**src/sv/escaped_frame_receiver_assert.svh**
```systemverilog
// Assertion macros for the escaped frame receiver.
// Needs clk and rst_n in the scope of each use; no other dependencies.
`ifndef ESCAPED_FRAME_RECEIVER_ASSERT_SVH
`define ESCAPED_FRAME_RECEIVER_ASSERT_SVH

`ifndef NO_ASSERTIONS
`define EFR_ASSERT(lbl, prop, msg) \
    lbl: assert property (@(posedge clk) disable iff (!rst_n) prop) else $error(msg);
`define EFR_NEVER(lbl, cond, msg) \
    lbl: assert property (@(posedge clk) disable iff (!rst_n) !(cond)) else $error(msg);
`else
`define EFR_ASSERT(lbl, prop, msg)
`define EFR_NEVER(lbl, cond, msg)
`endif

`endif

```
**src/sv/efr_pkg.sv**
```systemverilog
// Shared types and constants for the escaped frame receiver.
// No dependencies.
package efr_pkg;

    localparam int unsigned BYTE_W = 8;

    // register map: index taken from paddr[2]
    localparam logic REG_SYNC   = 1'b0;
    localparam logic REG_ESCAPE = 1'b1;

    localparam logic [BYTE_W-1:0] SYNC_RESET   = 8'hE0;
    localparam logic [BYTE_W-1:0] ESCAPE_RESET = 8'hD0;

    typedef struct packed {
        logic [BYTE_W-1:0] payload_byte;
        logic [BYTE_W-1:0] node_address;
        logic [BYTE_W-1:0] byte_index;
        logic              last_of_frame;
    } efr_result_t;

endpackage

```
**src/sv/escaped_frame_receiver.sv**
```systemverilog
// Escaped frame receiver: sync hunt, header capture and escape removal.
// Depends on efr_pkg and escaped_frame_receiver_assert.svh.
//
// Usage:
//   Input channel (in_valid/in_ready, rx_byte) carries one raw serial byte per
//   word. Bytes are dropped until the sync byte arrives; the next two bytes
//   are the node address and the size. Size minus one (mod 256) payload bytes
//   follow, each delivered on the output channel (out_valid/out_ready) with
//   node_address, byte_index and last_of_frame. An escape byte inside the
//   payload is dropped and the byte after it is delivered plus one. The
//   checksum byte after the payload is swallowed by the next hunt.
//   Throughput: one byte per cycle while the skid register is empty, set by the
//   single-pass state update from the header/count registers to the result register.
//   A two-deep output stage (result register plus skid register) lets input
//   keep flowing after the receiver stalls; in_ready drops
//   only while the skid register is occupied.
//   Reset: hunting for sync, output stage empty, sync 0xE0, escape 0xD0.
//   Configuration: APB, sync at 0x0, escape at 0x4; write only while idle.
module escaped_frame_receiver
(
    input  logic                          clk,
    input  logic                          rst_n,
    input  logic                          in_valid,
    output logic                          in_ready,
    input  logic [efr_pkg::BYTE_W-1:0]    rx_byte,
    output logic                          out_valid,
    input  logic                          out_ready,
    output logic [efr_pkg::BYTE_W-1:0]    payload_byte,
    output logic [efr_pkg::BYTE_W-1:0]    node_address,
    output logic [efr_pkg::BYTE_W-1:0]    byte_index,
    output logic                          last_of_frame,
    input  logic                          psel,
    input  logic                          penable,
    input  logic                          pwrite,
    input  logic [2:0]                    paddr,
    input  logic [31:0]                   pwdata,
    output logic [31:0]                   prdata,
    output logic                          pready
);

`include "escaped_frame_receiver_assert.svh"

    typedef enum logic [2:0] {
        PH_HUNT,
        PH_ADDR,
        PH_SIZE,
        PH_DATA,
        PH_ESCAPED
    } phase_t;

    localparam int unsigned W = efr_pkg::BYTE_W;

    // configuration
    logic [W-1:0] sync_reg;
    logic [W-1:0] escape_reg;

    // frame state
    phase_t       phase_reg,      phase_next;
    logic [W-1:0] bytes_left_reg, bytes_left_next;
    logic [W-1:0] index_reg,      index_next;
    logic [W-1:0] address_reg,    address_next;

    // output stage
    logic                 out_valid_reg;
    logic                 skid_valid_reg;
    efr_pkg::efr_result_t out_data_reg;
    efr_pkg::efr_result_t skid_data_reg;

    logic                 emit;
    efr_pkg::efr_result_t result;
    logic                 in_fire;
    logic                 res_fire;
    logic                 out_free;
    logic                 cfg_write;

    assign pready    = 1'b1;
    assign cfg_write = psel && penable && pwrite;
    assign prdata    = (paddr[2] == efr_pkg::REG_ESCAPE) ? {24'd0, escape_reg}
                                                         : {24'd0, sync_reg};

    assign in_ready = !skid_valid_reg;
    assign in_fire  = in_valid && in_ready;
    assign res_fire = in_fire && emit;
    assign out_free = !out_valid_reg || out_ready;

    // next frame state and the result of the byte at the input
    always_comb
    begin
        logic [W-1:0] value;
        logic         last;
        value           = rx_byte;
        last            = (bytes_left_reg == W'(1));
        phase_next      = phase_reg;
        bytes_left_next = bytes_left_reg;
        index_next      = index_reg;
        address_next    = address_reg;
        emit            = 1'b0;
        case (phase_reg)
            PH_ADDR:
            begin
                address_next = rx_byte;
                phase_next   = PH_SIZE;
            end
            PH_SIZE:
            begin
                bytes_left_next = rx_byte - W'(1);
                index_next      = '0;
                phase_next      = (rx_byte == W'(1)) ? PH_HUNT : PH_DATA;
            end
            PH_DATA:
            begin
                if (rx_byte == escape_reg)
                begin
                    phase_next = PH_ESCAPED;
                end
                else
                begin
                    emit = 1'b1;
                end
            end
            PH_ESCAPED:
            begin
                value = rx_byte + W'(1);
                emit  = 1'b1;
            end
            default:
            begin
                phase_next = (rx_byte == sync_reg) ? PH_ADDR : PH_HUNT;
            end
        endcase
        if (emit)
        begin
            index_next      = index_reg + W'(1);
            bytes_left_next = bytes_left_reg - W'(1);
            phase_next      = last ? PH_HUNT : PH_DATA;
        end
        result.payload_byte  = value;
        result.node_address  = address_reg;
        result.byte_index    = index_reg;
        result.last_of_frame = last;
    end

    always_ff @(posedge clk or negedge rst_n)
    begin
        if (!rst_n)
        begin
            sync_reg       <= efr_pkg::SYNC_RESET;
            escape_reg     <= efr_pkg::ESCAPE_RESET;
            phase_reg      <= PH_HUNT;
            bytes_left_reg <= '0;
            index_reg      <= '0;
            address_reg    <= '0;
            out_valid_reg  <= 1'b0;
            skid_valid_reg <= 1'b0;
            out_data_reg   <= '0;
            skid_data_reg  <= '0;
        end
        else
        begin
            if (cfg_write)
            begin
                if (paddr[2] == efr_pkg::REG_SYNC)
                begin
                    sync_reg <= pwdata[W-1:0];
                end
                else
                begin
                    escape_reg <= pwdata[W-1:0];
                end
            end
            // advance frame state on each accepted byte
            if (in_fire)
            begin
                phase_reg      <= phase_next;
                bytes_left_reg <= bytes_left_next;
                index_reg      <= index_next;
                address_reg    <= address_next;
            end
            // output stage: drain the skid register first, keep order
            if (out_free)
            begin
                if (skid_valid_reg)
                begin
                    out_valid_reg  <= 1'b1;
                    out_data_reg   <= skid_data_reg;
                    skid_valid_reg <= res_fire;
                    skid_data_reg  <= result;
                end
                else
                begin
                    out_valid_reg <= res_fire;
                    out_data_reg  <= result;
                end
            end
            else if (res_fire)
            begin
                skid_valid_reg <= 1'b1;
                skid_data_reg  <= result;
            end
        end
    end

    assign out_valid     = out_valid_reg;
    assign payload_byte  = out_data_reg.payload_byte;
    assign node_address  = out_data_reg.node_address;
    assign byte_index    = out_data_reg.byte_index;
    assign last_of_frame = out_data_reg.last_of_frame;

    `EFR_NEVER(a_skid_without_out, skid_valid_reg && !out_valid_reg,
               "skid register holds a word while the result register is empty")
    `EFR_ASSERT(a_data_emits, (in_fire && phase_reg == PH_DATA && rx_byte != escape_reg)
                |=> out_valid_reg, "payload byte accepted but no result presented")
    `EFR_ASSERT(a_addr_to_size, (in_fire && phase_reg == PH_ADDR) |=> phase_reg == PH_SIZE,
                "address byte not followed by size phase")
    `EFR_NEVER(a_count_live, (phase_reg == PH_DATA || phase_reg == PH_ESCAPED)
               && bytes_left_reg == '0, "payload phase with no bytes left")

endmodule
```
**config.mk**
```make
export PLATFORM = sky130hd
export DESIGN_NAME = escaped_frame_receiver
export DESIGN_NICKNAME = d
export VERILOG_FILES = /design/src/sv/efr_pkg.sv /design/src/sv/escaped_frame_receiver.sv
export VERILOG_INCLUDE_DIRS = /design/src /design/src/sv
export SDC_FILE = /design/constraint.sdc
export NUM_CORES = 1
export LEC_CHECK = 0
export BUFFER_PORTS_ARGS = -buffer_cell sky130_fd_sc_hd__buf_4
export CAP_MARGIN = 0
export CORE_MARGIN = 2
export CORE_UTILIZATION = 39
export CTS_CLUSTER_SIZE = 20
export DETAILED_ROUTE_END_ITERATION = 12
export PLACE_DENSITY = 0.65
export REMOVE_ABC_BUFFERS = 1
export SLEW_MARGIN = 20
export SYNTH_ARGS = -nofsm -noshare
export SYNTH_HDL_FRONTEND = slang
export SYNTH_SLANG_ARGS = --single-unit
```
**constraint.sdc**
```tcl
create_clock -name clk -period 6.55 [get_ports clk]
set_input_delay 1.31 -clock clk [delete_from_list [all_inputs] [get_ports clk]]
set_output_delay 1.31 -clock clk [all_outputs]
set_load 0.02 [all_outputs]
```
==> results of run 1 <==
==> layout by cell type (no fill, tap or decap), drive strengths merged, types with 2 or more instances in the layout <==
cell type / n
o2bb2ai: 2
o211ai: 4
a311o: 2
nor4: 6
and3: 2
o31ai: 3
clkbuf: 10
nand4: 7
xor2: 26
xnor2: 6
nand4b: 2
buf: 62
dfstp: 6
or3: 5
nand3: 6
mux2i: 27
a31oi: 4
mux2: 56
a21oi: 16
bufinv: 2
a22oi: 2
conb: 25
nor3: 10
a32o: 3
dfrtp: 89
nor2: 28
o21ai: 31
nand2: 41
ha: 6
inv: 11
nor2b: 4
clkinv: 2
nand2b: 4
==> path summary, 6_finish.rpt <==
| kind | startpoint | end | slack (ns) |
|---|---|---|---|
| hold reg to reg | byte_index[3] | byte_index[3] | 0.48 |
| setup reg to reg | skid_valid_reg | index_reg[7] | 3.48 |
| max in group asynchronous | rst_n | byte_index[3] | 4.50 |
| min in group asynchronous | rst_n | skid_data_reg[20] | 0.94 |
| hold / removal | byte_index[3] | byte_index[3] | 0.48 |
| setup / recovery | paddr[2] | prdata[4] | 3.25 |
==> tightest hold or removal path, cell delays in order (launching register included) <==
cell and delay (ns):
dfrtp_1 0.34, nand2_1 0.04, o21ai_0 0.06
==> final cells by class <==
| type | instances | area share [%] |
|---|---|---|
| sequential | 95 | 40.0 |
| timing repair buffer | 62 | 8.13 |
| clock inverter | 6 | 1.55 |
| inverter | 10 | 0.629 |
| multi-input combinational | 338 | 42.1 |
| clock buffer | 10 | 4.00 |
| tap | 172 | 3.61 |
==> kinds of logic after synthesis <==
kind of cell | count (synthesis) | synth area share [%]
and+or+nand+nor | 118 | 11.6
DFF | 95 | 46.4
muxes | 83 | 18.9
AOI/OAI and AO/OA | 74 | 9.54
buffers and inverters | 59 | 6.57
xor gates and xnor gates | 32 | 5.45
adders and majority gates | 6 | 1.46
other | 2 | 0.146
==> layer usage <==
layer	wire, um	global-route usage, %	up-vias
li1	-	-	1697
met1	5400	22.4	1730
met2	4790	24.2	89
met3	515	3.78	11
met4	148	4.17	0
met5	0	0	-
==> power breakdown <==
part	switching [mW]	total, mW	internal [mW]	leakage (nW)
Clock	0.231	0.579	0.348	0.161
Sequential	0.142	0.895	0.753	1.20
Combinational	0.346	0.639	0.293	1.32
==> reports/qor.txt, run 1 <==
Max reg flops = 25
Crit Path Category = input port to output port
Synth Register Bits = 95
Io pins = 110
Drt pass-1 iters = 4
Vias per cell = 5.09
Hpwl dp = 7.56 mm
Largest net degree at the start of global routing = 58
Synthesized cell area = 0.00514 sq mm
Drc violations = 0
Hold WS = 0.478 ns
Fraction of layout cells with a size suffix above 1 = 27.8%
Die Y = 119 um
Congestion Overflow GR = 0
Number of fillers in the final layout = 1,207
Worst setup EP type = output port
CP Cell Sequence = buf_4, mux2_2, buf_4
Initial antenna violation count = 0
Leak = 2.68 nW
DIE AREA = 0.0141 sq mm
Slowest CP cell = mux2_2
Gr usage total = 15.8%
Max Cap Viol = 0
Status = complete, no violations
Root buffer selected by CTS = clkbuf_16
Most common cell in the synthesized netlist = dfrtp_1
Post-Route Skew = 0.00473 ns
Worst slew margin = 37.7%
Distinct cells, synth = 52
Synth area leaders = dfrtp_1, mux2_2, mux2_4
Area grow syn2layout = 16.1%
RSZ-0062 raised after global routing = no
Post-route minimum period = 3.30 ns
Worst skew pair latency = 0.34 ns
Startpoint types = input port
Final instance area = 0.00597 sq mm
Max FO, Critical Path = 10
Final ANT Viol Nets = 0
Drt total wl = 10.8 mm
Pre-CTS WS = 2.75 ns
GP Congestion = 0.866
Final hold violations = 0
Die Width = 119 um
Async set or reset register ratio after synthesis = 100%
Number of cells on the critical path = 3
Synth top area share = 43.3%
Slowest cell delay on critical path = 0.36 ns
Number of global-route vias before repair = 3,509
Inserted Clock Buffers = 9
IO Port Bufs = 58
Cell with the most instances on the worst path = buf_4
Number of flops mapped to enable cells by yosys = 0
Combined area of the multi-input logic cells = 0.00251 sq mm
TNS Setup = 0 ns
R2R cell count = 7
CTS tree = built
Worst EP arrival = 1.99 ns
Syn Area/Cell = 11.0 sq um
Design Power = 2.11 mW
Number of placed cells counting well taps = 676
Clk slew on worst S/H paths = 0.07 ns
PwrDens = 354 mW/mm^2
Crit-path leading delay family = multiplexers
Global-route wire length before repair = 18.1 mm
Routed len/inst = 15.7 um
CP bufs+invs = 2
Starting Density = 40.4%
FMAX = 303 MHz
Hold Path Class = flop to flop
Via count = 3,527
Synth warn = 0
Fin. max-slew vios = 0
Post-layout util = 46.9%
Final setup violation count = 0
Worst-case clock buffer depth = 2
Register Area = 0.00238 sq mm
Finished Layout Cells = 693
CTS HTree Levels = 3
Max IR drop VDD = 0.189 mV
Top_reg_cell synth = dfrtp_1
Nets = 572
Hold-fix buffers, CTS = 0
Initial DRC Count = 230
Core footprint = 0.0127 sq mm
Sequential element share of the synthesized area = 46.4%
Synth Instances = 469
Number of setup buffers added after CTS = 0
Final clock period utilization by the worst path = 50.4%
Top post-synthesis cells by count = dfrtp_1, nand2_1, mux2_2
Req. time, crit path = 5.24 ns
Post-synth top area cell = dfrtp_1
ANT cells = 0
Final WS setup = 3.25 ns
Rows = 41
Post_cts resized = 0
Clk sinks = 95
Worst-Margin Slew = 0.927 ns
Cell depth of the worst min-delay path = 2
DP Area = 0.00560 sq mm
Note: power is estimated with default switching activity, not from simulation.
==> run 2: changes to the inputs <==
ABC_AREA = 1   (was unset)
clock period = 3.45 ns   (was 6.55 ns; I/O delays follow)
==> run 2 against run 1 <==
Power up 99%. Sequential cell count did not move. Non-clock buffer count up 2. Utilization is 0.82 points lower. Sequential share of layout area increased by 0.71 points. Final cell count grew 26%. Critical path depth up 1. Worst setup slack got worse by 2.1 ns. Global-route usage grew 0.76 points. Die area shrank 0.64%. Register-to-register slack got worse by 2.2 ns. Clock-buffer cell count is 1 lower. Highest routed layer unchanged.
==> reports/qor.txt, run 2 <==
Status = complete, no violations
Worst setup EP type = output port
Fraction of layout cells with a size suffix above 1 = 14.4%
Final hold violations = 0
Synthesized cell area = 0.00511 sq mm
Distinct cells, synth = 37
DP Area = 0.00556 sq mm
Commonest non-fill, non-tap cell in the layout = nand2_1
Synth top area share = 43.6%
Post_cts resized = 0
Worst reg2reg path endpoint = skid_data_reg[23]
Max FO, Critical Path = 10
Vias per cell = 4.72
ANT cells = 0
Core footprint = 0.0127 sq mm
Drc violations = 0
Final ANT Viol Nets = 0
Max Cap Viol = 0
Setup crit start = paddr[2]
Gr usage total = 16.5%
Inserted Clock Buffers = 9
Worst EP arrival = 1.63 ns
Final instance area = 0.00586 sq mm
Busiest grt layer = met2
Root buffer selected by CTS = clkbuf_16
Fin. max-slew vios = 0
Synth Register Bits = 95
Post-Route Skew = 0.00701 ns
Synth area leaders = dfrtp_1, nand2_1, nand3_1
Clk slew on worst S/H paths = 0.07 ns
Area grow syn2layout = 14.8%
Async set or reset register ratio after synthesis = 100%
Hold-fix buffers, CTS = 0
CTS HTree Levels = 3
Worst slew margin = 45.9%
Number of global-route vias before repair = 3,945
Final clock period utilization by the worst path = 67.3%
Post-synth top area cell = dfrtp_1
Clk sinks = 95
Req. time, crit path = 2.76 ns
Number of flops mapped to enable cells by yosys = 0
Slowest CP cell = o21ai_0
Max reg flops = 25
Via count = 4,126
Starting Density = 40.2%
Most frequent cells in the layout = nand2_1, dfrtp_1, buf_4
CP Cell Sequence = buf_4, clkinv_1, o21ai_0, buf_4
Number of setup buffers added after CTS = 0
Die Width = 118 um
Crit-path leading delay family = buffers and inverters
GRT met3 Usage = 2.56%
GRT met2 Usage = 25.9%
Crit Path Category = input port to output port
Most common cell in the synthesized netlist = nand2_1
Hpwl dp = 7.87 mm
Worst-case clock buffer depth = 2
Slowest cell delay on critical path = 0.35 ns
Routed len/inst = 12.8 um
Nets = 756
Number of fillers in the final layout = 1,286
RSZ-0062 raised after global routing = no
Rows = 41
Top post-synthesis cells by count = nand2_1, dfrtp_1, nand3_1
Initial antenna violation count = 0
Initial DRC Count = 222
PwrDens = 718 mW/mm^2
R2R cell count = 12
Die Y = 118 um
CP bufs+invs = 3
Cell with the most instances on the worst path = buf_4
Post-route minimum period = 2.32 ns
Top_reg_cell synth = dfrtp_1
Largest net degree at the start of global routing = 92
GP Congestion = 0.870
Synth Instances = 652
DIE AREA = 0.0140 sq mm
Worst R2R Setup Slack = 1.32 ns
FF-to-FF Start = escape_reg[7]
Leak = 3.02 nW
Drt total wl = 11.2 mm
Worst skew pair latency = 0.34 ns
TNS Setup = 0 ns
Congestion Overflow GR = 0
Global-route wire length before repair = 19.0 mm
Final setup violation count = 0
Syn Area/Cell = 7.84 sq um
Max IR drop VDD = 0.218 mV
Pre-CTS WS = 0.862 ns
Sequential element share of the synthesized area = 46.7%
Io pins = 110
CTS tree = built
M1 GR Usage = 23.4%
Synth warn = 0
Drt pass-1 iters = 5
Final WS setup = 1.13 ns
Startpoint types = input port
Worst-Margin Slew = 0.812 ns
IO Port Bufs = 58
FMAX = 431 MHz
Hold Path Class = input port to async pin
==> run 2: cell types whose count changed after synthesis, moves of 6 or more <==
cell / delta
mux2i_1: -27
mux2_4: -19
a21oi_1: -12
inv_1: +42
nand2_1: +207
xor2_1: -6
o211ai_1: +10
mux2_2: -32
nand3_1: +51
o21ai_0: +13
nor2_1: -6
==> run 2: where the power goes <==
| group | switching [mW] | leakage, nW | internal, mW |
|---|---|---|---|
| clock | 0.417 | 0.144 | 0.629 |
| sequential | 0.250 | 1.21 | 1.48 |
| combinational | 0.899 | 1.66 | 0.538 |
==> run 2: layout make-up <==
cell class                 count  area, sq um  share of cell area, %
clock buffer                   9          225                   3.84
clock inverter                 5         83.8                   1.43
inverter                      59          221                   3.78
multi-input combinational    471         2250                   38.4
sequential                    95         2380                   40.7
tap                          172          215                   3.67
timing repair buffer          64          484                   8.26
==> run 2: logic make-up (layout without fill, tap and decap cells) <==
| logic type | count (synthesis) | count (layout) | share of synthesized area [%] |
|---|---|---|---|
| simple gates | 350 | 350 | 28.9 |
| buf+inv | 109 | 137 | 11.0 |
| flops | 95 | 95 | 46.7 |
| fa+ha+maj | 6 | 6 | 1.47 |
| xor+xnor | 28 | 28 | 4.80 |
| compound gates | 62 | 62 | 6.93 |
| other cells | 2 | 25 | 0.147 |
==> run 2: stage by stage <==
stage                     util, %  power (mW)  hold WS (ns)  std cells
after floorplan                 -        2.68         0.394        625
after global placement       43.6        3.13         0.459        861
after detailed placement     43.7        3.18         0.465        861
after CTS                    46.1        4.24         0.465        875
after global routing         46.1        4.52         0.497        875
final                        46.1        4.21         0.429        875
==> run 2: layer usage <==
| metal | up-vias | part of all wire [%] |
|---|---|---|
| met3 | 11 | 4.7 |
| met1 | 1906 | 48 |
| met2 | 112 | 46 |
| met5 | - | 0 |
| met4 | 0 | 1.5 |
| li1 | 2097 | - |
==> run 2: worst max-delay path by stage <==
| stage | end | slack [ns] | depth (start not counted) |
|---|---|---|---|
| detailed placement | skid_data_reg[23] | 0.86 | 13 |
| finish | prdata[1] | 1.13 | 4 |
| CTS | prdata[1] | 1.16 | 4 |
| floorplan | skid_data_reg[0] | 0.48 | 6 |
| global placement | skid_data_reg[4] | 0.91 | 13 |
| global route | skid_data_reg[19] | 1.02 | 13 |
==> run 2: worst reg2reg max path: stages, from the launching register on <==
cell,delay [ns]
dfstp_2,0.56
inv_1,0.04
nand2_1,0.05
nand2_1,0.04
nand2_1,0.06
nor2_1,0.05
nand2_2,0.10
nand2_4,0.10
nand2_4,0.18
nand3_4,0.33
nand2_4,0.38
nand2_1,0.10
nand2_1,0.08
==> run 3: changes to the inputs <==
PLACE_DENSITY = 0.68   (was 0.65)
clock period = 2 ns   (was 3.45 ns; I/O delays follow)
==> run 3 against run 2 <==
Clock-buffer cell count up 2. Die area unchanged. Global-route usage up 0.63 points. Critical path depth up 6. Sequential cell count unchanged. Final cell count up 1.0%. First-iteration DRC count up 32%. Sequential share of layout area down 0.85 points. Utilization up 0.98 points. Worst hold slack worse by 0.41 ns. Clock skew about the same. Non-clock buffer count up 9. Critical endpoint is now skid_data_reg[15]. Highest routed layer unchanged.
==> reports/qor.txt, run 3 (synthesis gave the netlist of run 2 again) <==
Initial DRC Count = 293
Setup crit start = escape_reg[6]
Post-route minimum period = 1.79 ns
Worst-Margin Slew = 0.519 ns
Final ANT Viol Nets = 0
Core footprint = 0.0127 sq mm
Worst skew pair latency = 0.35 ns
Area grow syn2layout = 17.2%
Worst-case clock buffer depth = 2
Clk sinks = 95
Largest net degree at the start of global routing = 38
CTS tree = built
Rows = 41
Via count = 4,243
Post-Route Skew = 0.00671 ns
IO Port Bufs = 58
Drc violations = 0
Final setup violation count = 0
Hold Path Class = input port to async pin
Worst EP arrival = 2.02 ns
RSZ-0062 raised after global routing = no
Number of global-route vias before repair = 4,094
Post-layout util = 47.1%
Crit Path Category = flop to flop
Final clock period utilization by the worst path = 89.6%
Vias per cell = 4.80
Drt total wl = 11.5 mm
FF-to-FF Start = escape_reg[6]
Final hold violations = 0
Max IR drop VDD = 0.422 mV
Starting Density = 40.2%
Clk slew on worst S/H paths = 0.06 ns
DP Area = 0.00567 sq mm
Commonest non-fill, non-tap cell in the layout = nand2_1
Congestion Overflow GR = 0
Die Width = 118 um
Status = complete, no violations
R2R cell count = 10
Final instance area = 0.00599 sq mm
Worst slew margin = 65.4%
ANT cells = 0
Global-route wire length before repair = 19.5 mm
Routed len/inst = 13.0 um
Fraction of layout cells with a size suffix above 1 = 15.4%
CTS HTree Levels = 3
Post_cts resized = 0
Startpoint types = flop
Inserted Clock Buffers = 9
Req. time, crit path = 2.23 ns
Fin. max-slew vios = 0
Number of setup buffers added after CTS = 0
FMAX = 558 MHz
Drt pass-1 iters = 5
Max FO, Critical Path = 25
DIE AREA = 0.0140 sq mm
Die Y = 118 um
PwrDens = 1250 mW/mm^2
Hpwl dp = 8.29 mm
Initial antenna violation count = 0
Number of fillers in the final layout = 1,240
Worst reg2reg path endpoint = skid_data_reg[15]
Gr usage total = 17.2%
Hold-fix buffers, CTS = 0
GP Congestion = 0.894
Max reg flops = 25
Design Power = 7.47 mW
Worst setup path endpoint = skid_data_reg[15]
Leak = 3.09 nW
Io pins = 110
Root buffer selected by CTS = clkbuf_16
Worst setup EP type = flop
Max Cap Viol = 0
Worst R2R Setup Slack = 0.21 ns
Most frequent cells in the layout = nand2_1, dfrtp_1, buf_4
TNS Setup = 0 ns
Nets = 765
## run 3: changes by cell type in the layout (fill, tap and decap cells not counted), sizes merged
cell,change
buf,+9
clkbuf,+2
clkinvlp,-1
inv,-1
## run 3: layout make-up
cell class,instances,area (sq um),share of cell area (%)
flip-flops and latches,95,2380,39.8
multi-input cells,471,2250,37.6
repair buffers,73,598,9.99
clock buffers,11,253,4.22
inverters,59,221,3.70
well taps,172,215,3.59
clock inverters,3,67.6,1.13
## run 3: power by group
part	leakage, nW	internal [mW]	switching, mW
Combinational	1.72	1.04	1.59
Sequential	1.21	2.55	0.433
Clock	0.154	1.15	0.707
Total	3.09	4.74	2.73
## run 3: how the worst min path moves through the flow
stage	cells past startpoint	slack [ns]	end	startpoint
2_1_floorplan	0	0.10	address_reg[0]	rst_n
3_3_place_gp	1	0.41	node_address[4]	rst_n
3_5_place_dp	1	0.42	node_address[4]	rst_n
4_1_cts	1	0.04	payload_byte[4]	rst_n
5_1_grt	1	0.07	node_address[1]	rst_n
6_report	1	0.02	payload_byte[4]	rst_n
## run 3: stage by stage
stage / setup WS, ns / hold slack (ns) / instances
2_1_floorplan: -0.771 / 0.104 / 625
3_5_place_dp: 0.129 / 0.417 / 870
5_1_grt: 0.0592 / 0.0661 / 884
3_3_place_gp: 0.148 / 0.411 / 870
6_report: 0.208 / 0.0221 / 884
4_1_cts: 0.179 / 0.0449 / 884
## run 3: critical path, stage by stage (launching register included)
cell     delay (ns)
dfstp_2        0.56
xnor2_1        0.12
nand2_1        0.07
nor2_1         0.13
nand2_2        0.11
nand2_4        0.09
nand2_4        0.07
nand3_4        0.14
nand2_4        0.21
nand2_1        0.12
nand2_1        0.05
## run 3: layer usage
metal / track usage [%] / wire, um
met1: 23.6 / 5550
met5: 0 / 0
met3: 3.38 / 508
met4: 7.14 / 188
met2: 26.6 / 5210
